--- config.mk ---
export PLATFORM = sky130hd
export DESIGN_NAME = ordered_array_table_engine
export DESIGN_NICKNAME = d
export VERILOG_FILES = /design/src/hw/rtl/oate_pkg.sv /design/src/hw/rtl/ordered_array_table_engine.sv
export SDC_FILE = /design/constraint.sdc
export NUM_CORES = 2
export LEC_CHECK = 0
export BUFFER_PORTS_ARGS = -buffer_cell sky130_fd_sc_hd__buf_2
export CAP_MARGIN = 20
export CORE_AREA = 2 2 484 486
export CTS_BUF_LIST = sky130_fd_sc_hd__clkbuf_16
export DETAILED_ROUTE_END_ITERATION = 10
export DIE_AREA = 0 0 486 488
export GPL_ROUTABILITY_DRIVEN = 0
export PLACE_DENSITY = 0.58
export RECOVER_POWER = 25
export SLEW_MARGIN = 20
export SYNTH_ARGS = -nofsm -noshare
export SYNTH_HDL_FRONTEND = slang
export SYNTH_SLANG_ARGS = --single-unit
--- constraint.sdc ---
create_clock -name clk -period 7.55 [get_ports clk]
set_input_delay 0.3775 -clock clk [delete_from_list [all_inputs] [get_ports clk]]
set_output_delay 0.3775 -clock clk [all_outputs]
set_load 0.005 [all_outputs]
--- src/hw/rtl/oate_pkg.sv ---
// ----------------------------------------------------------------------------
// oate_pkg
// Shared constants, command and status codes and the word types of the
// ordered array table engine.
// ----------------------------------------------------------------------------
package oate_pkg;

	localparam int CAPACITY    = 64;
	localparam int VALUE_WIDTH = 32;
	localparam int IDX_W       = $clog2(CAPACITY);
	localparam int CNT_W       = 7;
	localparam int POS_W       = 7;

	localparam logic [2:0] CMD_CLEAR  = 3'd0;
	localparam logic [2:0] CMD_INSERT = 3'd1;
	localparam logic [2:0] CMD_UPDATE = 3'd2;
	localparam logic [2:0] CMD_DELETE = 3'd3;
	localparam logic [2:0] CMD_SORT   = 3'd4;
	localparam logic [2:0] CMD_SEARCH = 3'd5;
	localparam logic [2:0] CMD_DUMP   = 3'd6;
	localparam logic [2:0] CMD_SPARE  = 3'd7;

	localparam logic [1:0] ST_OK      = 2'd0;
	localparam logic [1:0] ST_BADPOS  = 2'd1;
	localparam logic [1:0] ST_FULL    = 2'd2;

	typedef struct packed {
		logic [2:0]                    command;
		logic [POS_W-1:0]              position;
		logic signed [VALUE_WIDTH-1:0] entry_value;
	} req_t;

	typedef struct packed {
		logic [1:0]                    status;
		logic                          found;
		logic [5:0]                    result_index;
		logic signed [VALUE_WIDTH-1:0] result_value;
		logic [CNT_W-1:0]              entry_count;
		logic                          last;
	} rsp_t;

endpackage

--- src/hw/rtl/ordered_array_table_engine.sv ---
// ----------------------------------------------------------------------------
// ordered_array_table_engine
// Packed table of signed entries with a fill count: clear, insert, update,
// delete, exchange sort, search and dump, all run out of one synchronous RAM.
// ----------------------------------------------------------------------------
//
// channel   | handshake                      | word
// ----------+--------------------------------+----------------------------
// command   | start, taken when busy is low  | req  (oate_pkg::req_t)
// result    | rsp_valid, one cycle, no stall | rsp  (oate_pkg::rsp_t)
//
// Clear, update, rejected commands and the unused code go straight to the
// single result. Insert and delete walk each moved entry; search and dump
// walk every entry; sort of n >= 2 entries compares every pair. The single
// RAM read port with its registered read sets the pace of every walk.
// Reset clears the fill count, the sequencer and rsp_valid only; the RAM holds
// garbage until written, and only entries below the fill count are ever used.
// Results cannot be stalled: each one shows for exactly one cycle.
module ordered_array_table_engine (
	input  logic            clk,
	input  logic            arst_n,
	input  logic            start,
	output logic            busy,
	input  oate_pkg::req_t  req,
	output logic            rsp_valid,
	output oate_pkg::rsp_t  rsp
);

	localparam int IW = oate_pkg::IDX_W;
	localparam int CW = oate_pkg::CNT_W;
	localparam int VW = oate_pkg::VALUE_WIDTH;

	// sequencer states
	localparam logic [3:0] S_IDLE = 4'd0;
	localparam logic [3:0] S_RD   = 4'd1;  // walk: check bounds, issue read
	localparam logic [3:0] S_EX   = 4'd2;  // walk: use read data
	localparam logic [3:0] S_SA   = 4'd3;  // sort: read outer entry
	localparam logic [3:0] S_SB   = 4'd4;  // sort: latch outer entry
	localparam logic [3:0] S_SC   = 4'd5;  // sort: read inner entry
	localparam logic [3:0] S_SD   = 4'd6;  // sort: compare, maybe swap
	localparam logic [3:0] S_SE   = 4'd7;  // sort: write back outer entry
	localparam logic [3:0] S_FIN  = 4'd8;  // single result

	logic [3:0]     state_q;
	logic [2:0]     op_q;
	logic [CW-1:0]  pos_q;
	logic [VW-1:0]  val_q;
	logic [1:0]     stat_q;
	logic [CW-1:0]  count_q;
	logic [CW-1:0]  idx_q;
	logic [IW-1:0]  i_q;
	logic [IW-1:0]  j_q;
	logic [VW-1:0]  a_q;
	logic           match_q;
	logic [IW-1:0]  pend_q;

	// table RAM
	logic [VW-1:0]  mem [oate_pkg::CAPACITY];
	logic [VW-1:0]  rdata_q;
	logic [IW-1:0]  raddr;
	logic           we;
	logic [IW-1:0]  waddr;
	logic [VW-1:0]  wdata;

	logic           accept;
	logic           swap;
	logic [CW-1:0]  idx_p1;
	logic [CW-1:0]  j_p1;
	logic [CW-1:0]  i_p2;

	assign accept = start && !busy;
	assign busy   = (state_q != S_IDLE);
	assign swap   = $signed(a_q) > $signed(rdata_q);
	assign idx_p1 = idx_q + CW'(1);
	assign j_p1   = {1'b0, j_q} + CW'(1);
	assign i_p2   = {1'b0, i_q} + CW'(2);

	// address and write selection
	always_comb begin
		raddr = idx_q[IW-1:0];
		we    = 1'b0;
		waddr = idx_q[IW-1:0];
		wdata = rdata_q;
		case (state_q)
			S_IDLE: begin
				// update writes in place on acceptance
				if (accept && req.command == oate_pkg::CMD_UPDATE
						&& req.position < count_q) begin
					we    = 1'b1;
					waddr = req.position[IW-1:0];
					wdata = req.entry_value;
				end
			end
			S_RD: begin
				if (op_q == oate_pkg::CMD_INSERT) begin
					raddr = IW'(idx_q - CW'(1));
					if (idx_q <= pos_q) begin
						we    = 1'b1;
						waddr = pos_q[IW-1:0];
						wdata = val_q;
					end
				end else if (op_q == oate_pkg::CMD_DELETE) begin
					raddr = idx_p1[IW-1:0];
				end
			end
			S_EX: begin
				if (op_q == oate_pkg::CMD_INSERT || op_q == oate_pkg::CMD_DELETE) begin
					we = 1'b1;
				end
			end
			S_SA: raddr = i_q;
			S_SC: raddr = j_q;
			S_SD: begin
				raddr = j_q;
				we    = swap;
				waddr = j_q;
				wdata = a_q;
			end
			S_SE: begin
				we    = 1'b1;
				waddr = i_q;
				wdata = a_q;
			end
			default: ;
		endcase
	end

	always_ff @(posedge clk) begin
		if (we) begin
			mem[waddr] <= wdata;
		end
		rdata_q <= mem[raddr];
	end

	// sequencer
	always_ff @(posedge clk or negedge arst_n) begin
		if (!arst_n) begin
			state_q   <= S_IDLE;
			count_q   <= '0;
			rsp_valid <= 1'b0;
		end else begin
			rsp_valid <= 1'b0;
			case (state_q)
				S_IDLE: begin
					if (accept) begin
						op_q    <= req.command;
						pos_q   <= req.position;
						val_q   <= req.entry_value;
						stat_q  <= oate_pkg::ST_OK;
						idx_q   <= '0;
						i_q     <= '0;
						match_q <= 1'b0;
						state_q <= S_FIN;
						case (req.command)
							oate_pkg::CMD_CLEAR: count_q <= '0;
							oate_pkg::CMD_INSERT: begin
								if (req.position > count_q) begin
									stat_q <= oate_pkg::ST_BADPOS;
								end else if (count_q == CW'(oate_pkg::CAPACITY)) begin
									stat_q <= oate_pkg::ST_FULL;
								end else begin
									idx_q   <= count_q;
									state_q <= S_RD;
								end
							end
							oate_pkg::CMD_UPDATE: begin
								if (req.position >= count_q) begin
									stat_q <= oate_pkg::ST_BADPOS;
								end
							end
							oate_pkg::CMD_DELETE: begin
								if (req.position >= count_q) begin
									stat_q <= oate_pkg::ST_BADPOS;
								end else begin
									idx_q   <= req.position;
									state_q <= S_RD;
								end
							end
							oate_pkg::CMD_SORT: begin
								if (count_q >= CW'(2)) begin
									state_q <= S_SA;
								end
							end
							oate_pkg::CMD_SEARCH: state_q <= S_RD;
							oate_pkg::CMD_DUMP: begin
								if (count_q != '0) begin
									state_q <= S_RD;
								end
							end
							default: ;
						endcase
					end
				end
				S_RD: begin
					state_q <= S_EX;
					case (op_q)
						oate_pkg::CMD_INSERT: begin
							if (idx_q <= pos_q) begin
								// slot is open: value written above, close out
								count_q   <= count_q + CW'(1);
								rsp_valid <= 1'b1;
								rsp       <= '{oate_pkg::ST_OK, 1'b0, 6'd0, '0,
									count_q + CW'(1), 1'b1};
								state_q   <= S_IDLE;
							end
						end
						oate_pkg::CMD_DELETE: begin
							if (idx_p1 >= count_q) begin
								count_q   <= count_q - CW'(1);
								rsp_valid <= 1'b1;
								rsp       <= '{oate_pkg::ST_OK, 1'b0, 6'd0, '0,
									count_q - CW'(1), 1'b1};
								state_q   <= S_IDLE;
							end
						end
						default: begin
							// search and dump walk all entries
							if (idx_q >= count_q) begin
								state_q   <= S_IDLE;
								rsp_valid <= 1'b1;
								rsp       <= '{oate_pkg::ST_OK, match_q,
									match_q ? 6'(pend_q) : 6'd0, val_q, count_q, 1'b1};
							end
						end
					endcase
				end
				S_EX: begin
					state_q <= S_RD;
					case (op_q)
						oate_pkg::CMD_INSERT: idx_q <= idx_q - CW'(1);
						oate_pkg::CMD_DELETE: idx_q <= idx_p1;
						oate_pkg::CMD_SEARCH: begin
							idx_q <= idx_p1;
							if (rdata_q == val_q) begin
								// hold this match, release the one before it
								match_q <= 1'b1;
								pend_q  <= idx_q[IW-1:0];
								if (match_q) begin
									rsp_valid <= 1'b1;
									rsp       <= '{oate_pkg::ST_OK, 1'b1, 6'(pend_q),
										val_q, count_q, 1'b0};
								end
							end
						end
						default: begin
							idx_q     <= idx_p1;
							rsp_valid <= 1'b1;
							rsp       <= '{oate_pkg::ST_OK, 1'b0, 6'(idx_q[IW-1:0]),
								rdata_q, count_q, idx_p1 == count_q};
							if (idx_p1 == count_q) begin
								state_q <= S_IDLE;
							end
						end
					endcase
				end
				S_SA: state_q <= S_SB;
				S_SB: begin
					a_q     <= rdata_q;
					j_q     <= i_q + IW'(1);
					state_q <= S_SC;
				end
				S_SC: state_q <= S_SD;
				S_SD: begin
					if (swap) begin
						a_q <= rdata_q;
					end
					j_q     <= j_q + IW'(1);
					state_q <= (j_p1 < count_q) ? S_SC : S_SE;
				end
				S_SE: begin
					i_q <= i_q + IW'(1);
					if (i_p2 < count_q) begin
						state_q <= S_SA;
					end else begin
						state_q <= S_FIN;
					end
				end
				S_FIN: begin
					state_q   <= S_IDLE;
					rsp_valid <= 1'b1;
					rsp       <= '{stat_q, 1'b0, 6'd0, '0, count_q, 1'b1};
				end
				default: state_q <= S_IDLE;
			endcase
		end
	end

endmodule

# Word level (Yosys, flattened, before mapping)
# Memories as Yosys holds them, arrays and structs flattened. A register that Yosys moved wholly into a read port is not among the register bits.
# Index checks and enable logic that the tools add are counted.
[op_classes]
addsub = 8
order_cmp = 10
n_eq_ne = 32
n_mux = 76
n_reduce_logical = 28
[ops]
columns = ["cell", "count"]
rows = [
  ["49-bit 2-to-1 mux", 5],
  ["49-bit one-hot mux with 2 select lines", 2],
  ["49-bit one-hot mux with 3 select lines", 1],
  ["32-bit 2-to-1 mux", 4],
  ["32-bit one-hot mux with 3 select lines", 1],
  ["32-bit one-hot mux with 2 select lines", 1],
  ["7-bit 2-to-1 mux", 9],
  ["7-bit one-hot mux with 2 select lines", 4],
  ["6-bit 2-to-1 mux", 7],
  ["32-bit == test", 1],
  ["32-bit > comparator", 1],
  ["4-bit one-hot mux with 8 select lines", 1],
  ["4-bit 2-to-1 mux", 7],
  ["6-bit one-hot mux with 2 select lines", 2],
  ["6-bit one-hot mux with 4 select lines", 1],
  ["7-bit >= comparator", 3],
  ["7-bit less-than comparator", 3],
  ["4-bit one-hot mux with 5 select lines", 1],
  ["6-bit one-hot mux with 3 select lines", 1],
  ["4-bit by 3-bit == test with 1-bit output, second input constant", 4],
  ["1-bit 2-to-1 mux", 16],
  ["3-bit != test, second input constant", 5],
  ["7-bit by 1-bit adder with 7-bit output, second input constant", 2],
  ["7-bit by 1-bit subtractor with 7-bit output, second input constant", 2],
  ["other kinds (40)", 70],
]
[word_totals]
regBits = 163
ram_bits = 2048
inputBits = 45
output_inout_bits = 51
memories = 1
[memory_table]
columns = ["name", "depth", "width", "rd", "rd_ports_with_merged_regs", "wr", "line_no", "rtl"]
rows = [
  ["mem", 64, 32, 1, 1, 1, "ordered_array_table_engine.sv:58", "logic [VW-1:0] mem [oate_pkg::CAPACITY];"],
]

# Logic depth before layout (Yosys ltp)
[logic_depth]
depth_word = 9
mapped_depth = 17
ltp_nobuf = 12

# Least setup slack after synthesis
# Ideal clock, no wire load.
[synth_timing]
path_kind = "register -> register"
startpoint = "reg count_q[6]"
endpoint = "mem mem[0][10] in the netlist's numbering, data pin"
t_arrival_ns = 5.247
required_ns = 6.848
path_slack_ns = 1.601
path_stages_with_launch = 14
n_path_buf = 3
period_less_slack_ns = 5.949
cell_sequence = "dfrtp_1 clkbuf_1 inv_1 ha_1 nand2_1 nor2_1 a211o_1 clkbuf_1 nor3_1 clkbuf_1 nand2_1 o21ai_0 a222oi_1 o21ai_0"
[synth_between]
elab_chain_len = 4
[synth_rtl]
columns = ["element", "line_no", "rtl"]
rows = [
  ["start, declared", "ordered_array_table_engine.sv:49", "logic [CW-1:0] count_q;"],
  ["start signal, assigned", "ordered_array_table_engine.sv:200", "count_q <= count_q + CW'(1);"],
  ["start signal, assigned", "ordered_array_table_engine.sv:209", "count_q <= count_q - CW'(1);"],
  ["7-bit less-than comparator", "ordered_array_table_engine.sv:88", "&& req.position < count_q) begin"],
  ["1-bit logical AND", "ordered_array_table_engine.sv:88", ""],
  ["32-bit 2-to-1 mux", "ordered_array_table_engine.sv:87", "if (accept && req.command == oate_pkg::CMD_UPDATE"],
  ["32-bit one-hot mux with 3 select lines", "ordered_array_table_engine.sv:84", "case (state_q)"],
  ["named net wdata[10]", "ordered_array_table_engine.sv:63", "logic [VW-1:0] wdata;"],
  ["end, declared", "ordered_array_table_engine.sv:58", ""],
]
# The timed path passes the listed nets, and every way through them passes these cells.

# Final worst setup path
[layout_timing]
startpoint = "reg state_q[1]"
endpoint = "reg rdata_q[16], read port of mem"
[layout_between]
elab_chain_len = 3
word_cells_on_any_way = 6
[layout_rtl]
columns = ["element", "line_no", "rtl"]
rows = [
  ["start, declared", "ordered_array_table_engine.sv:44", "logic [3:0] state_q;"],
  ["start signal, assigned", "ordered_array_table_engine.sv:268", "state_q <= (j_p1 < count_q) ? S_SC : S_SE;"],
  ["4-bit by 3-bit == test with 1-bit output", "ordered_array_table_engine.sv:84", ""],
  ["2-bit OR reduction (no line)", "n/a", ""],
  ["6-bit one-hot mux with 3 select lines (*)", "ordered_array_table_engine.sv:84", ""],
  ["end, declared", "ordered_array_table_engine.sv:59", "logic [VW-1:0] rdata_q;"],
]
# Every way passes the cells marked *; elsewhere a longest branch is shown, timed or not.
# A chain may end at the register's enable or synchronous reset.

==> key figures <==
Placed design
  – # port buffers: 95
  – Final HPWL DP: 157000 um
  – Placed instance area: 0.0974 mm^2

Critical path
  – Crit-path cells: nand4bb_1, o211ai_1, o221a_4, buf_4, buf_4, nand2_1, nand3_1, a21oi_1, or4_1, nor4_1, buf_4, and3_1
  – Crit-path slowest cell: dfrtp_1
  – Worst setup EP type: register
  – Crit path launch type: register
  – Critical path fanouts, max: 55
  – CP max stage delay: 0.97 ns
  – Req. time, crit path: 8.36 ns
  – Kind of critical path: register to register
  – Worst Path Arrival: 7.47 ns
  – Top cell by count, worst path: buf_4

CTS
  – Clock Sink Count: 2243
  – Worst skew pair latency: 0.89 ns
  – Clock buffer depth: 3
  – Total clock buffers created by CTS: 218
  – H-Tree Depth: 4
  – Post-CTS Resized: 0
  – Clk slew on worst S/H paths: 0.07 ns
  – Clock root buffer: clkbuf_16
  – CTS tree: done

Yosys
  – Top cells by area, synth: edfxtp_1 (72%), nand2_1 (8.6%), nand3_1 (5.1%)
  – Fraction of the mapped netlist area in adder cells: 1.10%
  – Post-synth top area cell: edfxtp_1
  – Main combinational cell family by area after synthesis: simple AND/OR/NAND/NOR gates
  – Post-Synth XOR/XNOR Area: 0.627%
  – Share of the synthesized area in the top cell type: 71.6%
  – Syn Nets: 7471
  – Simple-Gate Fraction of Synth Area: 16.7%
  – FFs w/ async S/R, synth: 0.535%
  – Distinct cells, synth: 94
  – Post-synthesis compound-gate area fraction: 6.33%
  – Top_reg_cell synth: edfxtp_1
  – Syn Std Cell Area: 0.0923 mm^2
  – Avg Inst Size Synth: 12.6 um^2
  – Sequential-to-total area share from yosys stat: 72.6%
  – Post-synth EDFFs: 2199
  – Seq cells post-synth: 2243
  – Synth warn: 0
  – Multiplexer area fraction after synthesis: 0.202%
  – Mapped Cells: 7345

GRT
  – Initial antenna violation count: 5
  – Largest net degree at the start of global routing: 146
  – Remaining Overflow, GRT: 0
  – Total track usage: 22.8%
  – Vias in the first global route: 58300
  – First-pass GRT wire length: 403000 um

Outcome
  – Outcome: finished, violations left
  – Failing checks: max-capacitance violations, max-slew violations

Die
  – Initial Utilization: 39.8%
  – Row cnt: 177
  – Die Span Y: 488 um
  – Die area: 0.237 mm^2
  – # IOs: 96
  – Chip Width: 486 um
  – Core box area: 0.232 mm^2

Final layout
  – Nets: 7574
  – Commonest non-fill, non-tap cell in the layout: edfxtp_1
  – Layout cells sized above 1: 8.93%
  – Final Instance Area: 0.105 mm^2
  – Synthesis-to-layout area growth: 13.3%
  – Most frequent cells in the layout: edfxtp_1 (2199), nand2_1 (2125), nand3_1 (947)

STA
  – Worst-margin pin slew: 3.19 ns
  – RSZ-0062 raised after global routing: false
  – Min cycle time layout: 6.66 ns
  – Hold Violations, Final: 0
  – Achievable Freq: 0.150 GHz
  – Headroom to the max-slew limit: -112%
  – Final setup fails: 0
  – Max-slew violation count: 967
  – Clk_skew: 0.0642 ns
  – Final setup TNS: 0 ns
  – Period utilization: 88.3%

Routing
  – Drt pass-1 iters: 6
  – DRT Wirelength: 276000 um
  – Drt initial violations: 7627
  – Via density: 5.75
  – DR WL/cell: 25.9 um
  – Total number of vias: 61300
  – Post-route DRC: 0
  – Final ANT Viol Nets: 0

Power
  – Pwr Total: 47.1 mW
  – Peak VDD IR: 0.654 mV
  – Leak Pwr: 35.9 nW
  – Power density cells: 450 mW/mm^2

Worst hold path
  – Hold/Removal Path Class: input port to register

Flow run
  – Max_cap viols: 17
[sequential cells by signal, summed over array words and instances (netlist names), 4 cells and up]
| signal | cells |
|---|---|
| pos_q | 7 |
| pend_q | 6 |
| i_q | 6 |
| val_q | 32 |
| a_q | 32 |
| count_q | 7 |
| state_q | 4 |
| mem | 2048 |
| rsp | 49 |
| idx_q | 7 |
| j_q | 6 |
| rdata_q | 32 |
[critical path, delay by kind of cell, from the launching register on]
family                 cells  cell delay, ns
AOI/OAI and AO/OA          3            1.39
buffers and inverters      3            1.42
and+or+nand+nor            6            2.74
DFF                        1            0.97
[cell usage after synthesis (34+ instances only)]
library cell	n
a21boi_0	35
a21oi_1	332
a22o_1	39
a311oi_1	61
a31oi_1	99
and3_1	116
buf_1	53
buf_2	186
clkbuf_1	224
edfxtp_1	2199
ha_1	81
inv_1	63
nand2_1	2125
nand3_1	948
nand4_1	34
nor2_1	113
nor4_1	38
o21ai_0	100
o22ai_1	41
xnor2_1	55
[per-layer routing]
| layer | track usage (%) | share of wire [%] | vias up |
|---|---|---|---|
| li1 | - | - | 27200 |
| met5 | 0 | 0 | - |
| met2 | 36.0 | 46 | 2976 |
| met1 | 32.5 | 42 | 30800 |
| met4 | 8.03 | 3.4 | 0 |
| met3 | 3.02 | 8.3 | 431 |
[final timing paths]
kind | from | to | slack [ns] | cells past startpoint
min | req[21] | val_q[21] | 0.24 | 2
min in group asynchronous | arst_n | state_q[3] | 1.14 | 3
max in group asynchronous | arst_n | state_q[1] | 5.91 | 3
max | state_q[1] | rdata_q[16] | 0.89 | 12
min reg2reg | stat_q[0] | rsp[47] | 0.53 | 1
max reg2reg | state_q[1] | rdata_q[16] | 0.89 | 12
[logic make-up (layout without fill, tap and decap cells)]
family                     Yosys count  count (layout)
DFF                               2243            2243
xor gates and xnor gates            66              66
AOI/OAI and AO/OA                  895             895
adders and majority gates           81              81
other                                0               2
buffers and inverters              539             819
and+or+nand+nor                   3510            3510
muxes                               11              11
[area by class of cell]
class,count,area (um^2)
fillers,20700,127000
flip-flops and latches,2243,67000
multi-input cells,4563,24000
clock buffers,218,5460
well taps,3043,3810
repair buffers,358,2690
clock inverters,179,1370
inverters,64,240
diodes,2,5.00
[repair_timing]
action	CTS	global route
buffers inserted	0	0
endpoints found under the hold margin	61	0
hold buffers	45	0
[metrics by stage]
stage	utilization, %	setup slack [ns]	cells	hold slack (ns)
final	45.1	0.886	10700	0.244
after global routing	45.1	0.755	10700	0.247
after CTS	45.1	0.960	10700	0.169
after detailed placement	42.0	0.945	10200	0.370
after global placement	42.0	1.04	10200	0.375
after floorplan	-	1.60	7345	0.0819
[power breakdown]
group / switching, mW / leakage (nW) / internal, mW
Sequential: 0.593 / 20.3 / 19.3
Clock: 4.73 / 3.56 / 5.76
Combinational: 13.2 / 12.1 / 3.55
Power figures use the tool's default switching activity.
